## src/sv/sitdt_pkg.sv

```systemverilog
package sitdt_pkg;

	localparam int TEXT_LIMIT_DEF = 16;
	localparam int VALUE_BITS_DEF = 32;

	localparam int PAD_W  = 4;
	localparam int CHAR_W = 6;
	localparam int LEN_W  = 4;
	localparam int LEN_MAX = 15;

	// value bits folded into the BCD register per pipeline stage
	localparam int DD_STEP = 4;

	localparam logic [CHAR_W-1:0] CH_ZERO  = 6'd48;
	localparam logic [CHAR_W-1:0] CH_MINUS = 6'd45;
	localparam logic [CHAR_W-1:0] CH_SPACE = 6'd32;

	typedef struct packed {
		logic             neg;
		logic [LEN_W-1:0] ndig;  // significant digits, clamped to LEN_MAX
		logic [LEN_W-1:0] emit;  // characters to send, at least one
	} sitdt_len_t;

	// decimal digits needed for an unsigned number of the given width
	// (1233 / 4096 approximates log10 of 2)
	function automatic int digit_count(input int bits);
		digit_count = ((bits * 1233) >> 12) + 1;
	endfunction

endpackage

```

## src/sv/signed_int_to_padded_decimal_text_core.sv

```systemverilog
// Signed integer to padded decimal text.
// Slave stream: one transfer per value, tdata holds value and pad length.
// Master stream: one transfer per character, most significant first:
// leading spaces up to the pad length (saturating at the text limit less
// one, at most 15), a minus sign for negative values, then the digits
// without leading zeros. tlast marks the final character of each value.
// Registers from the input transfer to the first character: the input stage,
// the double dabble stages, the length stage and the serialiser.
// Throughput: the pipeline takes a value every cycle unless stalled, but the
// serialiser sets the sustained rate: it sends one character per cycle while
// m_tready is high, and a value holds the output for its 1 to 15 characters.
// Reset clears every valid bit; nothing is sent until a new value arrives.
// When the receiver stalls the current character is held, the pipeline
// fills behind it and s_tready falls once every stage is occupied.
module signed_int_to_padded_decimal_text_core
	import sitdt_pkg::*;
#(
	parameter int TEXT_LIMIT = TEXT_LIMIT_DEF,
	parameter int VALUE_BITS = VALUE_BITS_DEF
) (
	input  logic                                      clk,
	input  logic                                      arst_n,
	input  logic                                      s_tvalid,
	output logic                                      s_tready,
	// value [VALUE_BITS-1:0], pad_length [VALUE_BITS+3:VALUE_BITS], zero fill
	input  logic [((VALUE_BITS + PAD_W + 7) / 8) * 8 - 1:0] s_tdata,
	output logic                                      m_tvalid,
	input  logic                                      m_tready,
	// char_code [5:0], zero fill [7:6]
	output logic [7:0]                                m_tdata,
	output logic                                      m_tlast
);

	localparam int BCD_W = 4 * digit_count(VALUE_BITS);

	logic             mid_valid;
	logic             mid_ready;
	logic [BCD_W-1:0] mid_bcd;
	sitdt_len_t       mid_info;
	logic [CHAR_W-1:0] char_code;

	sitdt_bcd_pipe #(
		.VALUE_BITS (VALUE_BITS),
		.TEXT_LIMIT (TEXT_LIMIT)
	) u_pipe (
		.clk       (clk),
		.arst_n    (arst_n),
		.in_valid  (s_tvalid),
		.in_ready  (s_tready),
		.in_value  (s_tdata[VALUE_BITS-1:0]),
		.in_pad    (s_tdata[VALUE_BITS +: PAD_W]),
		.out_valid (mid_valid),
		.out_ready (mid_ready),
		.out_bcd   (mid_bcd),
		.out_info  (mid_info)
	);

	sitdt_serial #(
		.VALUE_BITS (VALUE_BITS)
	) u_serial (
		.clk       (clk),
		.arst_n    (arst_n),
		.in_valid  (mid_valid),
		.in_ready  (mid_ready),
		.in_bcd    (mid_bcd),
		.in_info   (mid_info),
		.out_valid (m_tvalid),
		.out_ready (m_tready),
		.out_char  (char_code),
		.out_last  (m_tlast)
	);

	assign m_tdata = {2'b00, char_code};

endmodule

```

## src/sv/sitdt_bcd_pipe.sv

```systemverilog
module sitdt_bcd_pipe
	import sitdt_pkg::*;
#(
	parameter int VALUE_BITS = VALUE_BITS_DEF,
	parameter int TEXT_LIMIT = TEXT_LIMIT_DEF
) (
	input  logic                              clk,
	input  logic                              arst_n,
	input  logic                              in_valid,
	output logic                              in_ready,
	input  logic [VALUE_BITS-1:0]             in_value,
	input  logic [PAD_W-1:0]                  in_pad,
	output logic                              out_valid,
	input  logic                              out_ready,
	output logic [4*digit_count(VALUE_BITS)-1:0] out_bcd,
	output sitdt_len_t                        out_info
);

	localparam int NDIG    = digit_count(VALUE_BITS);
	localparam int BCD_W   = 4 * NDIG;
	localparam int NDD     = (VALUE_BITS + DD_STEP - 1) / DD_STEP;
	localparam int MAG_W   = NDD * DD_STEP;
	localparam int NST     = NDD + 2;
	localparam int RAW_CAP = TEXT_LIMIT - 1;
	localparam int OUT_CAP = (RAW_CAP < LEN_MAX) ? RAW_CAP : LEN_MAX;
	localparam int NDW     = $clog2(NDIG + 2);
	localparam int CW      = (NDW > LEN_W) ? NDW : LEN_W;

	// stage 0 takes the magnitude, stages 1..NDD run double dabble,
	// the last stage works out the text length
	logic [NST-1:0] vld_s;
	logic [NST:0]   rdy;

	logic [MAG_W-1:0] mag_s1;
	logic             neg_s1;
	logic [PAD_W-1:0] pad_s1;

	logic [BCD_W-1:0] dd_bcd_s [NDD];
	logic [MAG_W-1:0] dd_rem_s [NDD];
	logic             dd_neg_s [NDD];
	logic [PAD_W-1:0] dd_pad_s [NDD];

	logic [BCD_W-1:0] bcd_sl;
	sitdt_len_t       info_sl;

	logic [VALUE_BITS-1:0] mag_in;
	sitdt_len_t            info_in;

	assign rdy[NST] = out_ready;

	for (genvar j = 0; j < NST; j++) begin : g_rdy
		assign rdy[j] = !vld_s[j] || rdy[j+1];
	end

	assign in_ready = rdy[0];

	// two's complement negate; the most negative value maps onto itself,
	// which read unsigned is the right magnitude
	assign mag_in = in_value[VALUE_BITS-1] ? (~in_value + 1'b1) : in_value;

	always_ff @(posedge clk or negedge arst_n) begin
		if (!arst_n) begin
			vld_s[0] <= 1'b0;
		end else if (rdy[0]) begin
			vld_s[0] <= in_valid;
		end
	end

	always_ff @(posedge clk) begin
		if (rdy[0] && in_valid) begin
			mag_s1 <= MAG_W'(mag_in);
			neg_s1 <= in_value[VALUE_BITS-1];
			pad_s1 <= in_pad;
		end
	end

	for (genvar k = 0; k < NDD; k++) begin : g_dd
		logic [BCD_W-1:0] bcd_prev;
		logic [MAG_W-1:0] rem_prev;
		logic             neg_prev;
		logic [PAD_W-1:0] pad_prev;
		logic [BCD_W-1:0] bcd_next;
		logic [MAG_W-1:0] rem_next;

		if (k == 0) begin : g_first
			assign bcd_prev = '0;
			assign rem_prev = mag_s1;
			assign neg_prev = neg_s1;
			assign pad_prev = pad_s1;
		end else begin : g_rest
			assign bcd_prev = dd_bcd_s[k-1];
			assign rem_prev = dd_rem_s[k-1];
			assign neg_prev = dd_neg_s[k-1];
			assign pad_prev = dd_pad_s[k-1];
		end

		always_comb begin
			logic [BCD_W-1:0] b;
			logic [MAG_W-1:0] r;
			b = bcd_prev;
			r = rem_prev;
			for (int s = 0; s < DD_STEP; s++) begin
				for (int d = 0; d < NDIG; d++) begin
					if (b[d*4 +: 4] >= 4'd5) begin
						b[d*4 +: 4] = b[d*4 +: 4] + 4'd3;
					end
				end
				b = {b[BCD_W-2:0], r[MAG_W-1]};
				r = {r[MAG_W-2:0], 1'b0};
			end
			bcd_next = b;
			rem_next = r;
		end

		always_ff @(posedge clk or negedge arst_n) begin
			if (!arst_n) begin
				vld_s[k+1] <= 1'b0;
			end else if (rdy[k+1]) begin
				vld_s[k+1] <= vld_s[k];
			end
		end

		always_ff @(posedge clk) begin
			if (rdy[k+1] && vld_s[k]) begin
				dd_bcd_s[k] <= bcd_next;
				dd_rem_s[k] <= rem_next;
				dd_neg_s[k] <= neg_prev;
				dd_pad_s[k] <= pad_prev;
			end
		end
	end

	always_comb begin
		logic [CW-1:0] nd;
		logic [CW-1:0] cnt;
		logic [CW-1:0] pad_sat;
		logic [CW-1:0] total;
		logic [CW-1:0] emit;
		nd = CW'(1);
		for (int d = 0; d < NDIG; d++) begin
			if (dd_bcd_s[NDD-1][d*4 +: 4] != 4'd0) begin
				nd = CW'(d + 1);
			end
		end
		cnt     = nd + CW'(dd_neg_s[NDD-1]);
		pad_sat = (CW'(dd_pad_s[NDD-1]) > CW'(OUT_CAP)) ? CW'(OUT_CAP)
		                                                 : CW'(dd_pad_s[NDD-1]);
		total   = (cnt > pad_sat) ? cnt : pad_sat;
		emit    = (total > CW'(OUT_CAP)) ? CW'(OUT_CAP) : total;
		info_in.neg  = dd_neg_s[NDD-1];
		info_in.ndig = (nd > CW'(LEN_MAX)) ? LEN_W'(LEN_MAX) : nd[LEN_W-1:0];
		info_in.emit = emit[LEN_W-1:0];
	end

	always_ff @(posedge clk or negedge arst_n) begin
		if (!arst_n) begin
			vld_s[NST-1] <= 1'b0;
		end else if (rdy[NST-1]) begin
			vld_s[NST-1] <= vld_s[NST-2];
		end
	end

	always_ff @(posedge clk) begin
		if (rdy[NST-1] && vld_s[NST-2]) begin
			bcd_sl  <= dd_bcd_s[NDD-1];
			info_sl <= info_in;
		end
	end

	assign out_valid = vld_s[NST-1];
	assign out_bcd   = bcd_sl;
	assign out_info  = info_sl;

endmodule

```

## src/sv/sitdt_serial.sv

```systemverilog
module sitdt_serial
	import sitdt_pkg::*;
#(
	parameter int VALUE_BITS = VALUE_BITS_DEF
) (
	input  logic                              clk,
	input  logic                              arst_n,
	input  logic                              in_valid,
	output logic                              in_ready,
	input  logic [4*digit_count(VALUE_BITS)-1:0] in_bcd,
	input  sitdt_len_t                        in_info,
	output logic                              out_valid,
	input  logic                              out_ready,
	output logic [CHAR_W-1:0]                 out_char,
	output logic                              out_last
);

	localparam int NDIG  = digit_count(VALUE_BITS);
	localparam int BCD_W = 4 * NDIG;
	// only the low positions can ever be sent
	localparam int NSEL  = (NDIG < LEN_MAX + 1) ? NDIG : LEN_MAX + 1;

	logic [BCD_W-1:0] bcd_q;
	sitdt_len_t       info_q;
	logic [LEN_W-1:0] pos_q;   // character position counted from the right
	logic             busy_q;

	logic             out_xfer;
	logic             done;
	logic             load;
	logic [3:0]       dig;

	assign out_xfer = busy_q && out_ready;
	assign done     = out_xfer && (pos_q == '0);
	assign in_ready = !busy_q || done;
	assign load     = in_valid && in_ready;

	always_ff @(posedge clk or negedge arst_n) begin
		if (!arst_n) begin
			busy_q <= 1'b0;
			pos_q  <= '0;
		end else if (load) begin
			busy_q <= 1'b1;
			pos_q  <= in_info.emit - 1'b1;
		end else if (done) begin
			busy_q <= 1'b0;
		end else if (out_xfer) begin
			pos_q <= pos_q - 1'b1;
		end
	end

	always_ff @(posedge clk) begin
		if (load) begin
			bcd_q  <= in_bcd;
			info_q <= in_info;
		end
	end

	always_comb begin
		dig = 4'd0;
		for (int d = 0; d < NSEL; d++) begin
			if (pos_q == LEN_W'(d)) begin
				dig = bcd_q[d*4 +: 4];
			end
		end
	end

	always_comb begin
		if (pos_q < info_q.ndig) begin
			out_char = CH_ZERO + {2'b00, dig};
		end else if (info_q.neg && (pos_q == info_q.ndig)) begin
			out_char = CH_MINUS;
		end else begin
			out_char = CH_SPACE;
		end
	end

	assign out_valid = busy_q;
	assign out_last  = busy_q && (pos_q == '0);

`ifndef ASSERT_OFF
	a_pos_in_text: assert property (@(posedge clk) disable iff (!arst_n)
		busy_q |-> (pos_q < info_q.emit))
		else $error("character position beyond text length");

	a_step_down: assert property (@(posedge clk) disable iff (!arst_n)
		(out_xfer && (pos_q != '0)) |=> (busy_q && (pos_q == $past(pos_q) - 1'b1)))
		else $error("position did not step after a transfer");

	a_idle_after_last: assert property (@(posedge clk) disable iff (!arst_n)
		(done && !in_valid) |=> !busy_q)
		else $error("still busy after last character");

	a_char_range: assert property (@(posedge clk) disable iff (!arst_n)
		busy_q |-> (out_char == CH_SPACE || out_char == CH_MINUS ||
		            (out_char >= CH_ZERO && out_char <= CH_ZERO + 6'd9)))
		else $error("character code out of range");
`endif

endmodule
```

## config.mk

```make
export PLATFORM = sky130hd
export DESIGN_NAME = signed_int_to_padded_decimal_text_core
export DESIGN_NICKNAME = d
export VERILOG_FILES = /design/src/sv/sitdt_pkg.sv /design/src/sv/signed_int_to_padded_decimal_text_core.sv /design/src/sv/sitdt_bcd_pipe.sv /design/src/sv/sitdt_serial.sv
export SDC_FILE = /design/constraint.sdc
export NUM_CORES = 1
export LEC_CHECK = 0
export BUFFER_PORTS_ARGS = -buffer_cell sky130_fd_sc_hd__buf_2
export CORE_MARGIN = 3
export CORE_UTILIZATION = 45
export CTS_CLUSTER_DIAMETER = 40
export DETAILED_ROUTE_END_ITERATION = 10
export SLEW_MARGIN = 5
export SYNTH_ARGS = -nofsm -noshare
export SYNTH_HDL_FRONTEND = slang
export SYNTH_SLANG_ARGS = --single-unit
```

## constraint.sdc

```tcl
create_clock -name clk -period 14.01 [get_ports clk]
set_clock_uncertainty 0.15 [all_clocks]
set_input_delay 2.1015 -clock clk [delete_from_list [all_inputs] [get_ports clk]]
set_output_delay 2.1015 -clock clk [all_outputs]
set_load 0.05 [all_outputs]
```

==> results of run 1 <==
-- per-layer routing --
metal / wire length (µm) / vias to the layer above / global-route usage, %
li1: - / 12380 / -
met1: 25870 / 11750 / 18.02
met2: 33860 / 434 / 32.29
met3: 2201 / 94 / 2.770
met4: 1125 / 0 / 4.368
met5: 0 / - / 0
-- cells in the mapped netlist, types with 28 or more instances --
cell type                  count  area, µm²
sky130_fd_sc_hd__edfxtp_1    468      14050
sky130_fd_sc_hd__a21oi_1     287       1436
sky130_fd_sc_hd__o21ai_0     279       1396
sky130_fd_sc_hd__nand2_1     220      825.8
sky130_fd_sc_hd__nor2_1      216      810.8
sky130_fd_sc_hd__inv_1       204      765.7
sky130_fd_sc_hd__ha_1        163       2039
sky130_fd_sc_hd__xnor2_1     156       1366
sky130_fd_sc_hd__nand2b_1     87      544.3
sky130_fd_sc_hd__mux2i_1      81      810.8
sky130_fd_sc_hd__mux2_2       69      777.0
sky130_fd_sc_hd__clkbuf_1     65      244.0
sky130_fd_sc_hd__a31oi_1      64      400.4
sky130_fd_sc_hd__nor3b_1      57      427.9
sky130_fd_sc_hd__nand3_1      54      270.3
sky130_fd_sc_hd__a211oi_1     44      330.3
sky130_fd_sc_hd__o22ai_1      44      275.3
sky130_fd_sc_hd__nor2b_1      40      250.2
sky130_fd_sc_hd__nor3_1       40      200.2
sky130_fd_sc_hd__o31ai_1      36      270.3
sky130_fd_sc_hd__a21o_1       33      247.7
sky130_fd_sc_hd__xor2_1       33      289.0
sky130_fd_sc_hd__o211ai_1     30      225.2
sky130_fd_sc_hd__o21a_1       30      225.2
sky130_fd_sc_hd__and2_1       28      175.2
-- logic make-up (layout without fill, tap and decap cells) --
| family | after synthesis | after routing | synth area share (%) |
|---|---|---|---|
| simple gates | 844 | 844 | 13.11 |
| xor+xnor | 194 | 194 | 5.383 |
| mux | 152 | 152 | 5.026 |
| buf+inv | 282 | 412 | 3.331 |
| flops | 483 | 483 | 44.73 |
| fa+ha+maj | 166 | 166 | 6.415 |
| compound gates | 1114 | 1114 | 21.99 |
| other cells | 2 | 3 | 0.02328 |
-- per-stage QoR --
stage	setup slack, ps	power, mW	cells
final	7776	7.513	4308
after global routing	7452	8.096	4308
after CTS	7660	7.557	4308
after detailed placement	7800	5.573	4157
after floorplan	7642	4.901	3238
after global placement	7825	5.387	4157
-- worst max-delay path: stages --
cell and delay [ps]:
sky130_fd_sc_hd__buf_2 120, sky130_fd_sc_hd__nand2_1 50, sky130_fd_sc_hd__nand2_1 120, sky130_fd_sc_hd__nor2_1 500, sky130_fd_sc_hd__nand3_1 360, sky130_fd_sc_hd__nor2_1 360
sky130_fd_sc_hd__nand2_1 130, sky130_fd_sc_hd__buf_2 230
-- worst paths after layout --
check / endpoint / slack (ps) / depth (start not counted) / start
max: s_tready / 7780 / 8 / m_tready
min: u_pipe.dd_pad_s[1][14]$_DFFE_PP_ / 260 / 0 / u_pipe.dd_pad_s[1][10]$_DFFE_PP_
max reg2reg: u_pipe.dd_bcd_s[0][86]$_DFFE_PP_ / 9610 / 12 / u_pipe.dd_bcd_s[0][40]$_DFFE_PP_
min reg2reg: u_pipe.dd_pad_s[1][14]$_DFFE_PP_ / 260 / 0 / u_pipe.dd_pad_s[1][10]$_DFFE_PP_
max in group asynchronous: u_pipe.vld_s[4]$_DFFE_PN0P_ / 12100 / 1 / arst_n
min in group asynchronous: u_serial.pos_q[2]$_DFFE_PN0P_ / 1280 / 1 / arst_n
-- cell usage in the layout, fill, tap and decap left out, types with 16 or more instances in the layout --
cell	count
sky130_fd_sc_hd__a21oi_1	287
sky130_fd_sc_hd__o22ai_1	44
sky130_fd_sc_hd__xor2_1	33
sky130_fd_sc_hd__o31ai_1	36
sky130_fd_sc_hd__o21ai_0	279
sky130_fd_sc_hd__edfxtp_1	468
sky130_fd_sc_hd__o21a_1	30
sky130_fd_sc_hd__xnor2_1	156
sky130_fd_sc_hd__a31oi_1	64
sky130_fd_sc_hd__nor2_1	216
sky130_fd_sc_hd__and2_1	24
sky130_fd_sc_hd__nand2b_1	87
sky130_fd_sc_hd__nor3b_1	57
sky130_fd_sc_hd__nor4_1	20
sky130_fd_sc_hd__nor2b_1	35
sky130_fd_sc_hd__o21ai_1	21
sky130_fd_sc_hd__nor3_1	40
sky130_fd_sc_hd__a21boi_0	17
sky130_fd_sc_hd__nand2_1	220
sky130_fd_sc_hd__o211ai_1	30
sky130_fd_sc_hd__ha_1	163
sky130_fd_sc_hd__mux2i_1	81
sky130_fd_sc_hd__clkbuf_16	84
sky130_fd_sc_hd__o2bb2ai_1	16
sky130_fd_sc_hd__a22oi_1	20
sky130_fd_sc_hd__inv_1	204
sky130_fd_sc_hd__buf_2	47
sky130_fd_sc_hd__nand3_1	54
sky130_fd_sc_hd__a211oi_1	44
sky130_fd_sc_hd__mux2_2	69
sky130_fd_sc_hd__a21o_1	33
-- cell type report --
class	instances	share of cell area, %
multi-input combinational	2473	46.43
sequential	483	39.84
clock buffer	90	5.867
tap	940	3.248
inverter	208	2.156
clock inverter	61	1.683
timing repair buffer	53	0.7739
-- registers in the layout, indices dropped and copies added, names as in the netlist --
name and count:
u_serial.info_q 5, u_pipe.out_bcd 40, u_serial.out_valid 1, u_pipe.dd_bcd_s 185
u_pipe.dd_pad_s 32, u_pipe.g_dd.pad_prev 4, u_pipe.dd_neg_s 8, u_pipe.g_dd.neg_prev 1
u_serial.pos_q 4, u_pipe.dd_rem_s 112, u_pipe.g_dd.rem_prev 32, u_pipe.out_valid 1
u_serial.bcd_q 40, u_pipe.out_info 9, u_pipe.vld_s 9
-- where the power goes --
part           switching, mW  total, mW  internal [mW]
sequential             0.110       2.09           1.98
clock                  0.712       1.94           1.22
combinational           2.08       3.49           1.40
==> impl_metrics.yaml, run 1 <==
synth:
  yosys_warnings: 0
  post_synth_top_flop: "sky130_fd_sc_hd__edfxtp_1"
  avgSynthCellArea_um2: 9.966
  postSynthRegisterBits: 483
  synth.lib_cells_used.distinct: 100
  seq_area_frac_synth_pct: 44.73
  syn-cell-area_um2: 32260
  synth-edff-count: 468
  synthArstFlopShare_pct: 3.106
  number_of_instances_in_the_synthesized_netlist: 3237
route:
  first_iter_violations: 1330
  postRouteAntennaNets: 0
  drcViolationCount: 0
  route.final.wire_length_um: 63050
  avgViaCountPerCell: 5.723
  num_vias: 24650
  drt_pass_1_iters: 6
  wl_per_cell_um: 14.64
die:
  core.rowCount: 97
  initial_utilization_pct: 45.75
  top_level_ports: 55
  coreArea_um2: 70510
  fp.dieW_um: 273.8
  fp.dieArea_um2: 74940
  die_h_um: 273.8
worst_setup_path:
  cp_data_required_time_ps: 11760
  critPathArrivalTime_ps: 3980
  timing_worst_setup_path_type: "in2out"
  cp-end-kind: "output port"
  largest_fanout_on_the_critical_path: 6
  critPathLaunchType: "input port"
clock_tree:
  root_buffer_cell: "sky130_fd_sc_hd__clkbuf_16"
  max-clock-path-buffers: 3
  tritoncts: "done"
  cts_buffers: 82
  clk_pin_slew_ps: 50
  insertion_delay_ps: 610
  cts_htree_levels: 3
  cts_resized: 0
  hold_buffers: 0
  postCtsSetupRepairBufs: 0
  clock-sinks: 483
timing:
  final-setup-viol-count: 0
  hold_slack_ps: 260.3
  count_of_final_hold_check_violations: 0
  drv_slew: 0
  fin_tns_setup_ps: 0
  slew_headroom_pct: 16.10
  fmaxAchievable_mhz: 160.4
  rsz_0062_raised_after_global_routing: "false"
  timing.final.crit_share_pct: 44.49
  max_slew.worst_pin.slew_ps: 1249
  fin_crit_ps: 6234
global_routing:
  vias_in_the_first_global_route: 23770
  wire_length_of_the_first_global_routing_pass_um: 105900
  grtUsageTotal_pct: 16.44
  grt_start_max_net_pins: 50
  gr-total-overflow: 0
  grt_antenna_before_repair: 0
pwr:
  power.density_cell_area_nw_per_um2: 207.5
  power_leakage_nw: 13.24
  largest_voltage_drop_on_the_vdd_net_uv: 110.9
place:
  port_buffers: 47
  gp_congestion: 0.8145
  post-dp-hpwl_um: 46080
  post_dp_cell_area_um2: 33480
final_layout:
  syn_to_final_growth_pct: 12.26
  drive_gt1_share_pct: 9.917
  layout_net_count: 3508
  sequential_cell_area_um2: 14430
  fillers: 6224
  multi_input_comb_area_um2: 16810
  final_cell_area_um2: 36210
  utilization_pct: 51.36
  insertedDiodeCount: 0
worst_hold_path:
  hold_path_class: "reg2reg"
flow_run:
  maxCapViolCount: 0
status:
  result_of_the_run: "completed"
No activity file was read; power rests on OpenSTA's default activity.
==> run 2: changes to the inputs <==
==> constraint.sdc (replaced) <==
create_clock -name clk -period 5.75 [get_ports clk]
set_clock_uncertainty 0.15 [all_clocks]
set_input_delay 0.8625 -clock clk [delete_from_list [all_inputs] [get_ports clk]]
set_output_delay 0.8625 -clock clk [all_outputs]
set_load 0.05 [all_outputs]
==> run 2 against run 1 <==
Net effect:
- non-clock buffer count up 3
- clock power rose to 2.5 times the previous value
- power increased by 150%
- combinational power grew 140%
- count of clock-buffer cells in the layout up 6
- critical endpoint unchanged
- sequential cell count stayed put
- sequential share of layout area is 0.13 points lower
- cell count is 0.26% higher
==> impl_metrics.yaml, run 2 (same netlist as run 1, synthesis figures left out) <==
status:
  result_of_the_run: "completed"
worst_setup_path:
  cp-end-kind: "output port"
  cp_data_required_time_ps: 4740
  reg2reg_setup_slack_ps: 1370
  worst_path_largest_cell_delay_ps: 490
  cp.buffers_inverters: 2
  crit_path_cell_trace: "inv_1, ha_1, nand2b_1, nor2_1, nand2_1, nand2_1, nor2_1, nand3_1, nor2_1, nand2_1, buf_2"
  r2r.worst_path.cells: 12
  crit_path_top_delay_cell: "sky130_fd_sc_hd__nor2_1"
  critPathArrivalTime_ps: 3640
  r2r-start: "u_pipe.dd_bcd_s[0][40]$_DFFE_PP_"
  critPathLaunchType: "register"
  timing_worst_setup_path_type: "reg2out"
  r2r-end: "u_pipe.dd_bcd_s[0][85]$_DFFE_PP_"
  critPathTopFamily: "simple AND/OR/NAND/NOR gates"
  largest_fanout_on_the_critical_path: 7
timing:
  max_slew.worst_pin.slew_ps: 1162
  drv_slew: 0
  timing.final.crit_share_pct: 80.96
  worst_slack_ps: 1095
  count_of_final_hold_check_violations: 0
  final-setup-viol-count: 0
  fin_tns_setup_ps: 0
  rsz_0062_raised_after_global_routing: "false"
  hold_slack_ps: 42.65
  slew_headroom_pct: 20.34
  fmaxAchievable_mhz: 214.8
  fin_crit_ps: 4655
route:
  route.final.wire_length_um: 62460
  drcViolationCount: 0
  avgViaCountPerCell: 5.684
  postRouteAntennaNets: 0
  drt_pass_1_iters: 6
  wl_per_cell_um: 14.46
  num_vias: 24550
  first_iter_violations: 1346
final_layout:
  reg_top3: "u_pipe.dd_bcd_s x185, u_pipe.dd_rem_s x112"
  drive_gt1_share_pct: 10.27
  syn_to_final_growth_pct: 12.63
  largest_reg_flops: 185
  final_cell_mix: "sky130_fd_sc_hd__edfxtp_1 (468), sky130_fd_sc_hd__a21oi_1 (287), sky130_fd_sc_hd__o21ai_0 (279)"
  insertedDiodeCount: 0
  largest_register: "u_pipe.dd_bcd_s"
  fillers: 6219
  final_common_cell: "sky130_fd_sc_hd__edfxtp_1"
  layout_net_count: 3515
  utilization_pct: 51.53
place:
  gp_congestion: 0.8221
  dpl_worst_slack_ps: 1370
  port_buffers: 47
  post-dp-hpwl_um: 45690
die:
  core.rowCount: 97
  initial_utilization_pct: 45.75
  die_h_um: 273.8
  coreArea_um2: 70510
  fp.dieW_um: 273.8
  fp.dieArea_um2: 74940
  top_level_ports: 55
clock_tree:
  max-clock-path-buffers: 3
  cts_resized: 0
  root_buffer_cell: "sky130_fd_sc_hd__clkbuf_16"
  cts_buffers: 86
  postCtsSetupRepairBufs: 0
  insertion_delay_ps: 610
  clk_pin_slew_ps: 50
  cts_htree_levels: 3
  hold_buffers: 0
  clock-sinks: 483
  tritoncts: "done"
pwr:
  post-layout-total-power_mw: 18.43
  power_leakage_nw: 13.29
  power.density_cell_area_nw_per_um2: 507.2
  largest_voltage_drop_on_the_vdd_net_uv: 272.9
global_routing:
  wire_length_of_the_first_global_routing_pass_um: 105600
  vias_in_the_first_global_route: 23780
  gr-total-overflow: 0
  grt_antenna_before_repair: 0
  grtUsageTotal_pct: 16.34
  grt_start_max_net_pins: 50
worst_hold_path:
  hold_path_class: "in2async"
flow_run:
  maxCapViolCount: 0
-- run 2: cell count changes in the layout (fill, tap and decap cells not counted) --
cell | before | now
sky130_fd_sc_hd__clkbuf_1 | 6 | 8
sky130_fd_sc_hd__bufinv_16 | 6 | 4
sky130_fd_sc_hd__clkinv_1 | 13 | 9
sky130_fd_sc_hd__inv_8 | 1 | 8
sky130_fd_sc_hd__clkinv_2 | 6 | 4
sky130_fd_sc_hd__clkinvlp_4 | 9 | 12
sky130_fd_sc_hd__clkinv_8 | 3 | 1
sky130_fd_sc_hd__clkinv_4 | 11 | 7
sky130_fd_sc_hd__buf_4 | 6 | 9
sky130_fd_sc_hd__clkbuf_16 | 84 | 88
sky130_fd_sc_hd__inv_16 | 1 | 0
sky130_fd_sc_hd__inv_6 | 13 | 20
-- run 2: worst max-delay path by stage --
stage,startpoint,endpoint,slack [ps],cells after the start
final,u_serial.pos_q[0]$_DFFE_PN0P_,s_tready,1090,11
after floorplan,u_serial.pos_q[0]$_DFFE_PN0P_,u_pipe.dd_bcd_s[0][120]$_DFFE_PP_,510,10
after global routing,u_serial.pos_q[0]$_DFFE_PN0P_,s_tready,840,11
after detailed placement,u_pipe.dd_bcd_s[0][40]$_DFFE_PP_,u_pipe.dd_bcd_s[0][85]$_DFFE_PP_,1370,12
after global placement,u_pipe.dd_bcd_s[0][40]$_DFFE_PP_,u_pipe.dd_bcd_s[0][85]$_DFFE_PP_,1580,12
after CTS,u_serial.pos_q[0]$_DFFE_PN0P_,m_tdata[2],1030,13
-- run 2: per-stage QoR --
step / cells / area, µm²
final: 4319 / 36330
after global placement: 4160 / 33500
after floorplan: 3238 / 32260
after detailed placement: 4160 / 33500
after global routing: 4319 / 36330
after CTS: 4319 / 36330
-- run 2: layout make-up --
type,instances,area [µm²],share of cell area (%)
multi-input cells,2473,16810,46.28
flip-flops and latches,483,14430,39.71
clock buffers,96,2232,6.143
well taps,940,1176,3.237
inverters,208,780.7,2.149
clock inverters,63,599.3,1.649
repair buffers,56,302.8,0.8333
-- run 2: metal layers --
metal	share of wire (%)	track usage, %	wire length, µm	up-vias
li1	-	-	-	12400
met1	41	17.92	25870	11630
met2	53	31.97	33340	414
met3	3.2	2.682	1972	105
met4	2.0	4.705	1274	0
met5	0	0	0	-
-- run 2: power by group --
group	switching, mW	internal (mW)	leakage, nW	total (mW)
clock network	1.82	3.05	1.35	4.87
logic	5.04	3.42	7.56	8.46
registers	0.270	4.82	4.38	5.09
total	7.13	11.3	13.3	18.4
